`src/rtl/olme_pkg.sv`:
```
`timescale 1ns / 1ps
package olme_pkg;
	localparam int CAPACITY = 256;
	localparam int BOARD_CELLS = 9;
	localparam int SLOT_W = $clog2(CAPACITY);
	localparam int CNT_W = $clog2(CAPACITY + 1);
	localparam int KEY_BITS = 4 * BOARD_CELLS;

	localparam logic [2:0] FN_ADD_FIRST = 3'd0;
	localparam logic [2:0] FN_ADD_LAST = 3'd1;
	localparam logic [2:0] FN_POP_FIRST = 3'd2;
	localparam logic [2:0] FN_POP_LAST = 3'd3;
	localparam logic [2:0] FN_POP_BEST = 3'd4;
	localparam logic [2:0] FN_FIND = 3'd5;
	localparam logic [2:0] FN_REMOVE = 3'd6;
	localparam logic [2:0] FN_CLEAR = 3'd7;

	localparam logic [2:0] ST_OK = 3'd0;
	localparam logic [2:0] ST_EMPTY = 3'd1;
	localparam logic [2:0] ST_FULL = 3'd2;
	localparam logic [2:0] ST_NOT_FOUND = 3'd3;
	localparam logic [2:0] ST_BAD_SLOT = 3'd4;

	typedef struct packed {
		logic [2:0] func;
		logic [23:0] score;
		logic [35:0] board_key;
		logic [15:0] item_tag;
		logic [7:0] slot_sel;
	} in_word_t;

	typedef struct packed {
		logic [2:0] status;
		logic [23:0] out_score;
		logic [35:0] out_board;
		logic [15:0] out_tag;
		logic [7:0] out_slot;
		logic [8:0] entry_count;
	} out_word_t;

	// one entry as stored in memory
	typedef struct packed {
		logic [23:0] score;
		logic [35:0] board;
		logic [15:0] tag;
	} entry_t;

	localparam int ENTRY_W = $bits(entry_t);

	// controller to datapath
	typedef struct packed {
		logic load_req;     // capture input word
		logic alloc_step;   // test one slot for allocation
		logic alloc_rst;    // restart allocation search at 0
		logic rd_entry;     // sel to best slot for pop_best
		logic walk_adv;     // move walk pointer to fetched next
		logic walk_head;    // walk pointer to head
		logic walk_sel;     // walk pointer to selected slot
		logic best_init;    // take fetched entry as best
		logic best_cmp;     // compare fetched entry with best
		logic do_add;       // write new entry and link it
		logic link_prev;    // write prev of head for add_first
		logic link_next;    // write next of tail for add_last
		logic rd_prev;      // read prev link of selected slot
		logic unlink;       // unlink selected slot
		logic fix_next;     // next[p] = n
		logic fix_prev;     // prev[n] = p
		logic clear;
		logic [2:0] status;
		logic report;       // output carries entry fields
		logic slot_only;    // output carries slot only
		logic out_load;
	} cmd_t;

	// datapath to controller
	typedef struct packed {
		logic [2:0] func;
		logic empty;
		logic full;
		logic one_left;
		logic alloc_hit;    // tested slot is free
		logic alloc_end;    // tested last slot
		logic sel_in_use;
		logic sel_range;
		logic sel_head;
		logic sel_tail;
		logic walk_last;    // walk index reached count-1
		logic key_hit;
	} sts_t;
endpackage

```
`src/rtl/olme_ctrl.sv`:
```
`timescale 1ns / 1ps
module olme_ctrl (
	input logic clk,
	input logic arst_n,
	input logic in_valid,
	output logic in_stall,
	output logic out_valid,
	input logic out_stall,
	input olme_pkg::sts_t sts,
	output olme_pkg::cmd_t cmd
);
	import olme_pkg::*;

	localparam logic [3:0] S_IDLE = 4'd0;
	localparam logic [3:0] S_DISPATCH = 4'd1;
	localparam logic [3:0] S_ALLOC = 4'd2;
	localparam logic [3:0] S_ADD = 4'd3;
	localparam logic [3:0] S_LINK = 4'd4;
	localparam logic [3:0] S_RD = 4'd5;     // memory read in flight
	localparam logic [3:0] S_EVAL = 4'd6;   // fetched entry valid
	localparam logic [3:0] S_RDSEL = 4'd7;  // read selected slot
	localparam logic [3:0] S_GETSEL = 4'd8; // entry, next, prev valid
	localparam logic [3:0] S_FIXN = 4'd9;
	localparam logic [3:0] S_FIXP = 4'd10;
	localparam logic [3:0] S_FIXW = 4'd11;
	localparam logic [3:0] S_RESP = 4'd12;
	localparam logic [3:0] S_OUT = 4'd13;

	logic [3:0] state_q, state_d;
	logic [2:0] status_q, status_d;
	logic report_q, report_d, slot_q, slot_d, mid_q, mid_d;

	assign in_stall = (state_q != S_IDLE);
	assign out_valid = (state_q == S_OUT);

	always_comb begin
		state_d = state_q;
		status_d = status_q;
		report_d = report_q;
		slot_d = slot_q;
		mid_d = mid_q;
		cmd = '0;
		unique case (state_q)
			S_IDLE: begin
				if (in_valid) begin
					cmd.load_req = 1'b1;
					state_d = S_DISPATCH;
				end
			end
			S_DISPATCH: begin
				status_d = ST_OK;
				report_d = 1'b0;
				slot_d = 1'b0;
				unique case (sts.func)
					FN_ADD_FIRST, FN_ADD_LAST: begin
						cmd.alloc_rst = 1'b1;
						if (sts.full) begin
							status_d = ST_FULL;
							state_d = S_RESP;
						end else begin
							state_d = S_ALLOC;
						end
					end
					FN_POP_FIRST, FN_POP_LAST: begin
						if (sts.empty) begin
							status_d = ST_EMPTY;
							state_d = S_RESP;
						end else begin
							state_d = S_RDSEL;
						end
					end
					FN_POP_BEST: begin
						cmd.walk_head = 1'b1;
						if (sts.empty) begin
							status_d = ST_EMPTY;
							state_d = S_RESP;
						end else begin
							state_d = S_RD;
						end
					end
					FN_FIND: begin
						cmd.walk_head = 1'b1;
						status_d = ST_NOT_FOUND;
						state_d = sts.empty ? S_RESP : S_RD;
					end
					FN_REMOVE: begin
						if (!sts.sel_range || !sts.sel_in_use) begin
							status_d = ST_BAD_SLOT;
							state_d = S_RESP;
						end else begin
							state_d = S_RDSEL;
						end
					end
					default: begin
						cmd.clear = 1'b1;
						state_d = S_RESP;
					end
				endcase
			end
			S_ALLOC: begin
				cmd.alloc_step = 1'b1;
				if (sts.alloc_hit) begin
					state_d = S_ADD;
				end
			end
			S_ADD: begin
				cmd.do_add = 1'b1;
				slot_d = 1'b1;
				state_d = (sts.empty) ? S_RESP : S_LINK;
			end
			S_LINK: begin
				// head or tail still holds the old end; point it at the new slot
				cmd.link_prev = (sts.func == FN_ADD_FIRST);
				cmd.link_next = (sts.func != FN_ADD_FIRST);
				state_d = S_RESP;
			end
			S_RD: begin
				state_d = S_EVAL;
			end
			S_EVAL: begin
				if (sts.func == FN_FIND) begin
					if (sts.key_hit) begin
						cmd.best_init = 1'b1;
						status_d = ST_OK;
						report_d = 1'b1;
						state_d = S_RESP;
					end else if (sts.walk_last) begin
						state_d = S_RESP;
					end else begin
						cmd.walk_adv = 1'b1;
						state_d = S_RD;
					end
				end else begin
					cmd.best_init = mid_q ? 1'b0 : 1'b1;
					cmd.best_cmp = mid_q;
					if (sts.walk_last) begin
						mid_d = 1'b0;
						state_d = S_RDSEL;
					end else begin
						mid_d = 1'b1;
						cmd.walk_adv = 1'b1;
						state_d = S_RD;
					end
				end
			end
			S_RDSEL: begin
				// sel settles to best on this cycle for pop_best; walk follows
				cmd.rd_entry = 1'b1;
				cmd.walk_sel = 1'b1;
				state_d = S_FIXW;
			end
			S_FIXW: begin
				state_d = S_GETSEL;
			end
			S_GETSEL: begin
				cmd.best_init = 1'b1;
				cmd.rd_prev = 1'b1;
				cmd.unlink = 1'b1;
				report_d = 1'b1;
				if (!sts.one_left && !sts.sel_head && !sts.sel_tail) begin
					// advance walk to the next entry of sel
					cmd.walk_adv = 1'b1;
					state_d = S_FIXN;
				end else begin
					state_d = S_RESP;
				end
			end
			S_FIXN: begin
				// walk holds n (next of sel), pnb holds p
				cmd.fix_next = 1'b1;
				state_d = S_FIXP;
			end
			S_FIXP: begin
				cmd.fix_prev = 1'b1;
				state_d = S_RESP;
			end
			S_RESP: begin
				cmd.out_load = 1'b1;
				cmd.status = status_q;
				cmd.report = report_q;
				cmd.slot_only = slot_q;
				state_d = S_OUT;
			end
			S_OUT: begin
				if (!out_stall) begin
					state_d = S_IDLE;
				end
			end
			default: state_d = S_IDLE;
		endcase
	end

	always_ff @(posedge clk or negedge arst_n) begin
		if (!arst_n) begin
			state_q <= S_IDLE;
			status_q <= ST_OK;
			report_q <= 1'b0;
			slot_q <= 1'b0;
			mid_q <= 1'b0;
		end else begin
			state_q <= state_d;
			status_q <= status_d;
			report_q <= report_d;
			slot_q <= slot_d;
			mid_q <= mid_d;
		end
	end

	assert property (@(posedge clk) disable iff (!arst_n)
		out_valid |-> in_stall) else $error("input taken while result pending");
	assert property (@(posedge clk) disable iff (!arst_n)
		cmd.do_add |-> !sts.full) else $error("add into full store");
	assert property (@(posedge clk) disable iff (!arst_n)
		cmd.unlink |-> !sts.empty) else $error("unlink on empty list");
	assert property (@(posedge clk) disable iff (!arst_n)
		(cmd.alloc_step && sts.alloc_end) |-> sts.alloc_hit)
		else $error("free slot search ran past the last slot");
endmodule

```
`config.mk`:
```
export PLATFORM = sky130hd
export DESIGN_NAME = olme_ctrl
export DESIGN_NICKNAME = d
export VERILOG_FILES = /design/src/rtl/olme_pkg.sv /design/src/rtl/olme_ctrl.sv
export SDC_FILE = /design/constraint.sdc
export NUM_CORES = 1
export LEC_CHECK = 0
export BUFFER_PORTS_ARGS = -buffer_cell sky130_fd_sc_hd__buf_2
export CELL_PAD_IN_SITES_DETAIL_PLACEMENT = 2
export CELL_PAD_IN_SITES_GLOBAL_PLACEMENT = 2
export CORE_MARGIN = 4
export CORE_UTILIZATION = 23
export CTS_CLUSTER_DIAMETER = 100
export DETAILED_ROUTE_END_ITERATION = 16
export PLACE_DENSITY = 0.73
export SETUP_SLACK_MARGIN = 0.1
export SYNTH_ARGS = -nofsm -noshare
export SYNTH_HDL_FRONTEND = slang
export SYNTH_SLANG_ARGS = --single-unit
```
`constraint.sdc`:
```
create_clock -name clk -period 1.3 [get_ports clk]
set_input_delay 0.13 -clock clk [delete_from_list [all_inputs] [get_ports clk]]
set_output_delay 0.13 -clock clk [all_outputs]
set_load 0.005 [all_outputs]
```
# Yosys cells after proc, flatten, opt, wreduce, memory -nomap -nowiden
# Cells that the tools add are included.
[classes]
eq_ne = 24
muxes = 53
bitwise = 1
reduce_logical = 25
[ops]
columns = ["cell", "count"]
rows = [
  ["case mux 4 bit (13 select lines)", 1],
  ["2-to-1 mux 4 bit", 11],
  ["2-to-1 mux 1 bit", 25],
  ["equality test 4 bit (second input constant)", 6],
  ["equality test 4 x 3 -> 1 bit (second input constant)", 4],
  ["case mux 4 bit (4 select lines)", 1],
  ["2-to-1 mux 3 bit", 4],
  ["case mux 3 bit (4 select lines)", 1],
  ["inequality test 2 bit (second input constant)", 5],
  ["equality test 3 bit (second input constant)", 3],
  ["AND reduction 3 bit", 3],
  ["equality test 4 x 2 -> 1 bit (second input constant)", 2],
  ["2-to-1 mux 2 bit", 4],
  ["OR reduction 2 bit", 4],
  ["OR reduction 7 bit", 1],
  ["equality test 3 x 2 -> 1 bit (second input constant)", 2],
  ["2-to-1 mux 6 bit", 1],
  ["case mux 1 bit (2 select lines)", 3],
  ["case mux 3 bit (2 select lines)", 1],
  ["nonzero test 3 bit", 2],
  ["logical NOT 1 bit", 5],
  ["equality test 4 x 1 -> 1 bit (second input constant)", 1],
  ["logical NOT 4 bit", 1],
  ["nonzero test 2 bit", 2],
  ["9 further kinds", 10],
]
[totals]
ff_bits = 10
wordCells = 108

# Logic depth before layout (Yosys ltp)
# Gate-level depths: netlist of the first run.
[depth]
depth_word = 5
depth_mapped = 6

# Worst setup path after synthesis of the first run
# OpenSTA, ideal clock, no wires.
[synth_path]
path_type = "register -> register"
startpoint = "register state_q[3]"
endpoint = "register report_q"
setup_ns = 0.129
t_arrival_ns = 1.219
slack_ns = -0.048
stages_incl_launch_ff = 5
period_less_slack_ns = 1.348
cell_sequence = "dfrtp_1 -> or2_4 -> or2_2 -> a21oi_1 -> o21ai_0"
[synth_via]
elab_chain_cells = 3
word_cells_on_any_way = 8
cone_classes = "eq/ne: 5; mux: 1; reduce/logical: 2"
[synth_rtl]
columns = ["element", "line_no", "source"]
rows = [
  ["start: declaration", "olme_ctrl.sv:29", "logic [3:0] state_q, state_d;"],
  ["start signal: assignment", "olme_ctrl.sv:201", "state_q <= state_d;"],
  ["equality test 4 x 3 -> 1 bit (tied with other cells)", "olme_ctrl.sv:43", "unique case (state_q)"],
  ["inequality test 2 bit (no line) / nonzero test 3 bit (equally long branches)", "-", ""],
  ["AND reduction 3 bit (no line)", "-", ""],
  ["end signal: assignment", "olme_ctrl.sv:203", "report_q <= report_d;"],
  ["end: declaration", "olme_ctrl.sv:31", "logic report_q, report_d, slot_q, slot_d, mid_q, mid_d;"],
]
# Parallel ways exist; a longest one is shown, timed or not.
# A chain may end at the register's enable or synchronous reset.

==> results of run 1 <==
## power groups by stage
stage | Sequential [mW] | Clock (mW) | Combinational (mW)
after detailed placement | 0.654 | 0 | 2.13
after global routing | 0.667 | 0.458 | 3.88
final | 0.653 | 0.434 | 3.69
after floorplan | 0.574 | 0 | 1.33
after CTS | 0.620 | 0.420 | 2.97
after global placement | 0.626 | 0 | 2.03
## timing repair
| item | 4_1_cts | 5_1_grt |
|---|---|---|
| hold buffers | 1 | 0 |
| setup endpoints to repair | 35 | 35 |
| setup buffers | 19 | 10 |
| pin swaps | 22 | 20 |
| hold endpoints to repair | 10 | 0 |
| cloned | 0 | 0 |
| gates resized for setup | 50 | 39 |
## area by class of cell
| class | instances | area (µm²) | share of cell area [%] |
|---|---|---|---|
| clock buffer | 4 | 55.1 | 2.62 |
| inverter | 5 | 18.8 | 0.894 |
| multi-input combinational | 103 | 977 | 46.5 |
| sequential | 10 | 255 | 12.2 |
| tap | 52 | 65.1 | 3.10 |
| timing repair buffer | 93 | 728 | 34.7 |
## worst paths after layout
path / start / end / slack (ps) / cells after the start
max in group asynchronous: arst_n / state_q[1] / 760 / 2
worst max-delay path: state_q[3] / cmd[20] / -340 / 4
worst min-delay path: sts[1] / mid_q / 150 / 2
worst max register to register: state_q[0] / state_q[2] / -320 / 5
worst min register to register: slot_q / slot_q / 500 / 1
min in group asynchronous: arst_n / slot_q / 300 / 2
## state kept, by name, indices dropped and copies added (netlist names)
name	flops
mid_q	1
status_q	3
report_q	1
slot_q	1
state_q	4
## critical path, delay by kind of cell, from the launching register on
| family | cells | cell delay, ps |
|---|---|---|
| buf+inv | 1 | 140 |
| flops | 1 | 470 |
| simple gates | 3 | 650 |
## metrics by stage
stage	power (mW)	hold WS, ps	TNS, ps
floorplan	1.90	-166	0
global placement	2.65	3.79	-437
detailed placement	2.79	11.5	-1730
CTS	4.01	147	-7230
global route	5.01	161	-10540
finish	4.78	148	-9000
## per-layer routing
metal  vias up  part of all wire, %
met1       708                   40
li1        643                    -
met2        44                   53
met4         0                  3.1
met3        14                  3.2
met5         -                    0
## layout by cell type (no fill, tap or decap), types with 4 or more instances in the layout
master / instances
nand2_1: 6
buf_4: 26
nor2_1: 4
buf_6: 26
dfrtp_2: 4
o21ai_0: 4
nor2_2: 5
o21ai_1: 4
clkbuf_8: 4
buf_2: 38
dfrtp_1: 6
nor2_4: 8
inv_1: 4
## logic make-up (layout without fill, tap and decap cells)
family,Yosys count,count (layout),synth area share [%]
muxes,2,2,2.07
AOI/OAI and AO/OA,40,40,30.2
buffers and inverters,17,102,8.77
and+or+nand+nor,61,61,34.6
DFF,10,10,24.4
==> impl_metrics.tcl, run 1 <==
set metrics [dict create \
    run_status "finished, violations left" \
    violations "negative setup slack" \
    die_area_um2 5600 \
    finalWirelength_mm 6.44 \
    gp_congestion 0.837 \
    worstSkewPairLatency_ps 260 \
    p_seq_share_pct 13.7 \
    route.vias.total 1409 \
    clk_path_buf_depth 2 \
    overflow 0 \
    io_pins 43 \
    start_util_pct 23.8 \
    drive_gt1_share_pct 71.2 \
    max_freq_ghz 0.609 \
    dieWidth_um 74.8 \
    utilization_pct 48.6 \
    drv_slew 0 \
    period_share_pct 126 \
    clock_sinks 10 \
    netlist_instances 130 \
    peakVddDrop_mv 0.601 \
    drc 0 \
    grt_antenna_before_repair 0 \
    period_needed_ps 1640 \
    drv_cap 0 \
    numCtsBuffers 3 \
    crit_path_start_kind "flop" \
    antennaDiodeCount 0 \
    swShare_pct 45.1 \
    met1_usage_pct 25.6 \
    slew_headroom_pct 58.0 \
    synthToLayoutAreaGrowth_pct 104 \
    synth.area.top_cells "dfrtp_1, nor2_1, o21ai_0" \
    synth_edf_count 0 \
    synth.largest_area_cell "dfrtp_1" \
    stdcell_area_um2 2100 \
    ys_ff_latch 10 \
    cp.arrival_ps 1510 \
    end_kind "output port" \
    final_nets 234 \
    port_buffers 41 \
    crit_slowest_cell "dfrtp_2" \
    cts_tree "yes" \
    avgRoutedWirePerCell_um 24.1 \
    worst_pin_slew_ps 625 \
    fillers 475 \
    ant_nets 0 \
    finalSetupViolCount 35 \
    dp_hpwl_mm 3.55 \
    dr.pass1.iters 4 \
    seq_area_frac_synth_pct 24.4 \
    cts_root_buffer "clkbuf_8" \
    fin_skew_ps 0.812 \
    synth_area_um2 1030 \
    ys_types 55 \
    min_path_type "input port to flop" \
    leakage_nw 0.975 \
    track_usage_pct 22.1 \
    place_area_um2 1480 \
    yosysWarnings 0 \
    critPathMaxStageDelay_ps 470 \
    met2_usage_pct 39.6 \
    combPwrFrac_pct 77.2 \
    ys.flop_type "dfrtp_1" \
    busiest_layer "met2" \
    cp_max_fo 6 \
    vias_per_cell 5.28 \
    grt_util_met3_pct 2.00 \
    final_cells 267 \
    htree_levels 1 \
    finalHoldViolations 0 \
    dp_cells 236 \
    power.density_nw_per_um2 2270 \
    pwr-share-clk_pct 9.1 \
    grt_pass1_vias 1524 \
    syn-num-nets 148 \
    crit_top_cell "or2_4" \
    clk_pin_slew_ps 60 \
    core_um2 4320 \
    synth.most_common_cell "nor2_1" \
    yosys-top-cells-count "nor2_1, dfrtp_1, nand2_1, o21ai_0, buf_2" \
    synth.top_cell.area_share_pct 24.4 \
    dr.first_iter.drc_count 32 \
    row_count 24 \
    rsz0062_at_grt "true" \
    synth_area_per_cell_um2 7.90 \
    dp_slack_ps -270 \
    fin_ws_ps -341 \
    worst-setup-path-type "flop to output port" \
    switching_power_mw 2.15 \
    cp_cell_sequence "or2_4, or2_4, nor3_2, buf_2" \
    grt_max_degree 11 \
    required_ps 1170 \
    grt_pass1_wl_mm 8.86 \
    die_y_um 74.8 \
    async_flop_share_pct 100 \
    p_int_mw 2.62 \
]
(Power assumes the default switching activity.)
==> run 2, diff against run 1 <==
CELL_PAD_IN_SITES_DETAIL_PLACEMENT = 0   (was 2)
CELL_PAD_IN_SITES_GLOBAL_PLACEMENT = 1   (was 2)
CORE_UTILIZATION = 30   (was 23)
GPL_ROUTABILITY_DRIVEN = 0   (was default)
SLEW_MARGIN = 10   (was default)
==> run 2 against run 1 <==
Against the previous run: the flow still finishes with violations (negative setup slack); maximum frequency up 3.9%; count of clock-buffer cells in the layout unchanged; routed wire length down 43%; first-iteration DRC count up 84%; clock power down 50%; clock skew up 4.8 ps; total power down 21%; sequential cell count unchanged; largest power group unchanged.
==> impl_metrics.tcl, run 2 (same netlist as run 1, synthesis figures left out) <==
set metrics [dict create \
    worst_pin_slew_ps 612 \
    route.vias.total 1273 \
    power.density_nw_per_um2 2060 \
    cts_tree "yes" \
    cp.arrival_ps 1450 \
    track_usage_pct 16.4 \
    top_regs "state_q x4, status_q x3" \
    max_freq_ghz 0.633 \
    crit_path_start_kind "flop" \
    fin_ws_ps -279 \
    port_buffers 41 \
    finalSetupViolCount 35 \
    synthToLayoutAreaGrowth_pct 78.1 \
    drc 0 \
    layout_commonest_cell "buf_2" \
    fin_skew_ps 5.65 \
    clk_path_buf_depth 2 \
    die_y_um 66.5 \
    p_seq_share_pct 17.5 \
    dieWidth_um 66.5 \
    stdcell_area_um2 1830 \
    numCtsBuffers 3 \
    clk_pin_slew_ps 60 \
    worst-setup-path-type "flop to output port" \
    avgRoutedWirePerCell_um 15.0 \
    final_cells 243 \
    run_status "finished, violations left" \
    largest_register_ffs 4 \
    vias_per_cell 5.24 \
    required_ps 1170 \
    row_count 20 \
    grt_pass1_vias 1190 \
    regMostFlops "state_q" \
    cp_max_fo 9 \
    io_pins 43 \
    dr.first_iter.drc_count 59 \
    cts_root_buffer "clkbuf_4" \
    drv_cap 0 \
    grt_antenna_before_repair 0 \
    final_cell_mix "buf_2, buf_4, buf_6" \
    dp_cells 224 \
    violations "negative setup slack" \
    slew_headroom_pct 58.9 \
    dr.pass1.iters 4 \
    min_path_type "input port to flop" \
    die_area_um2 4420 \
    grt_max_degree 17 \
    drive_gt1_share_pct 65.3 \
    period_share_pct 121 \
    rsz0062_at_grt "true" \
    clock_sinks 10 \
    htree_levels 1 \
    leakage_nw 0.834 \
    p_int_mw 2.18 \
    dp_hpwl_mm 2.56 \
    pwr-share-clk_pct 5.7 \
    ant_nets 0 \
    combPwrFrac_pct 76.8 \
    peakVddDrop_mv 0.611 \
    finalHoldViolations 0 \
    whs_ps 110 \
    core_um2 3150 \
    swShare_pct 42.2 \
    switching_power_mw 1.59 \
    finalWirelength_mm 3.65 \
    place_area_um2 1450 \
    antennaDiodeCount 0 \
    grt_pass1_wl_mm 5.58 \
    start_util_pct 32.6 \
    drv_slew 0 \
    end_kind "output port" \
    worstSkewPairLatency_ps 260 \
    final_nets 218 \
    overflow 0 \
    period_needed_ps 1580 \
]
-- run 2: cell types whose count changed in the layout (fill, tap and decap cells not counted), moves of 3 or more --
cell      before  now
clkbuf_4       0    3
nor2_1         4    8
and2_1         3    0
and2_4         2    5
nor2_4         8    5
buf_2         38   35
clkbuf_8       4    0
buf_6         26   19
buf_4         26   20
-- run 2: final cells by class --
| type | count | area [µm²] |
|---|---|---|
| Timing Repair Buffer | 77 | 589 |
| Tap cell | 44 | 55.1 |
| Multi-Input combinational cell | 103 | 876 |
| Clock buffer | 4 | 26.3 |
| Fill cell | 306 | 1320 |
| Sequential cell | 10 | 258 |
| Inverter | 5 | 25.0 |
-- run 2: metal layers --
metal	vias up	GRT usage, %	routed length (µm)	share of wire (%)
li1	616	-	-	-
met1	613	19.6	1500	41
met4	0	1.27	8	0.22
met2	42	30.2	1930	53
met5	-	0	0	0
met3	2	4.22	218	6.0
-- run 2: critical path: stages, from the launching register on --
cell and delay (ps):
dfrtp_4 560, nand4bb_4 270, nor2_1 120, o2bb2ai_1 110, buf_2 120
-- run 2: timing repair --
item	in CTS	in global routing
hold buffers	1	0
resized for setup	23	40
endpoints found under the hold margin	10	0
setup endpoints to repair	35	35
cloned	0	0
setup buffers	7	9
pin swaps	14	13
-- run 2: power groups by stage --
stage | registers (mW) | clock network (mW) | logic (mW)
after floorplan | 0.574 | 0 | 1.33
after CTS | 0.643 | 0.222 | 2.31
after global placement | 0.632 | 0 | 1.95
after global routing | 0.683 | 0.246 | 3.11
after detailed placement | 0.635 | 0 | 1.99
final | 0.659 | 0.216 | 2.89
-- run 2: metrics by stage --
step	worst slack [ps]	TNS, ps	util [%]	power (mW)
final	-279	-6590	58.0	3.77
after floorplan	31.9	0	-	1.90
after global routing	-343	-8720	58.0	4.04
after detailed placement	-128	-1060	46.0	2.62
after CTS	-321	-6960	51.1	3.18
after global placement	-119	-717	46.0	2.58
-- run 2: final timing paths --
check | start | cells after the start | slack [ps] | end
setup / recovery | state_q[0] | 4 | -280 | cmd[18]
hold / removal | sts[1] | 2 | 110 | mid_q
setup reg to reg | state_q[0] | 5 | -250 | state_q[3]
hold reg to reg | status_q[2] | 1 | 490 | status_q[2]
max in group asynchronous | arst_n | 2 | 820 | state_q[3]
min in group asynchronous | arst_n | 2 | 260 | state_q[0]
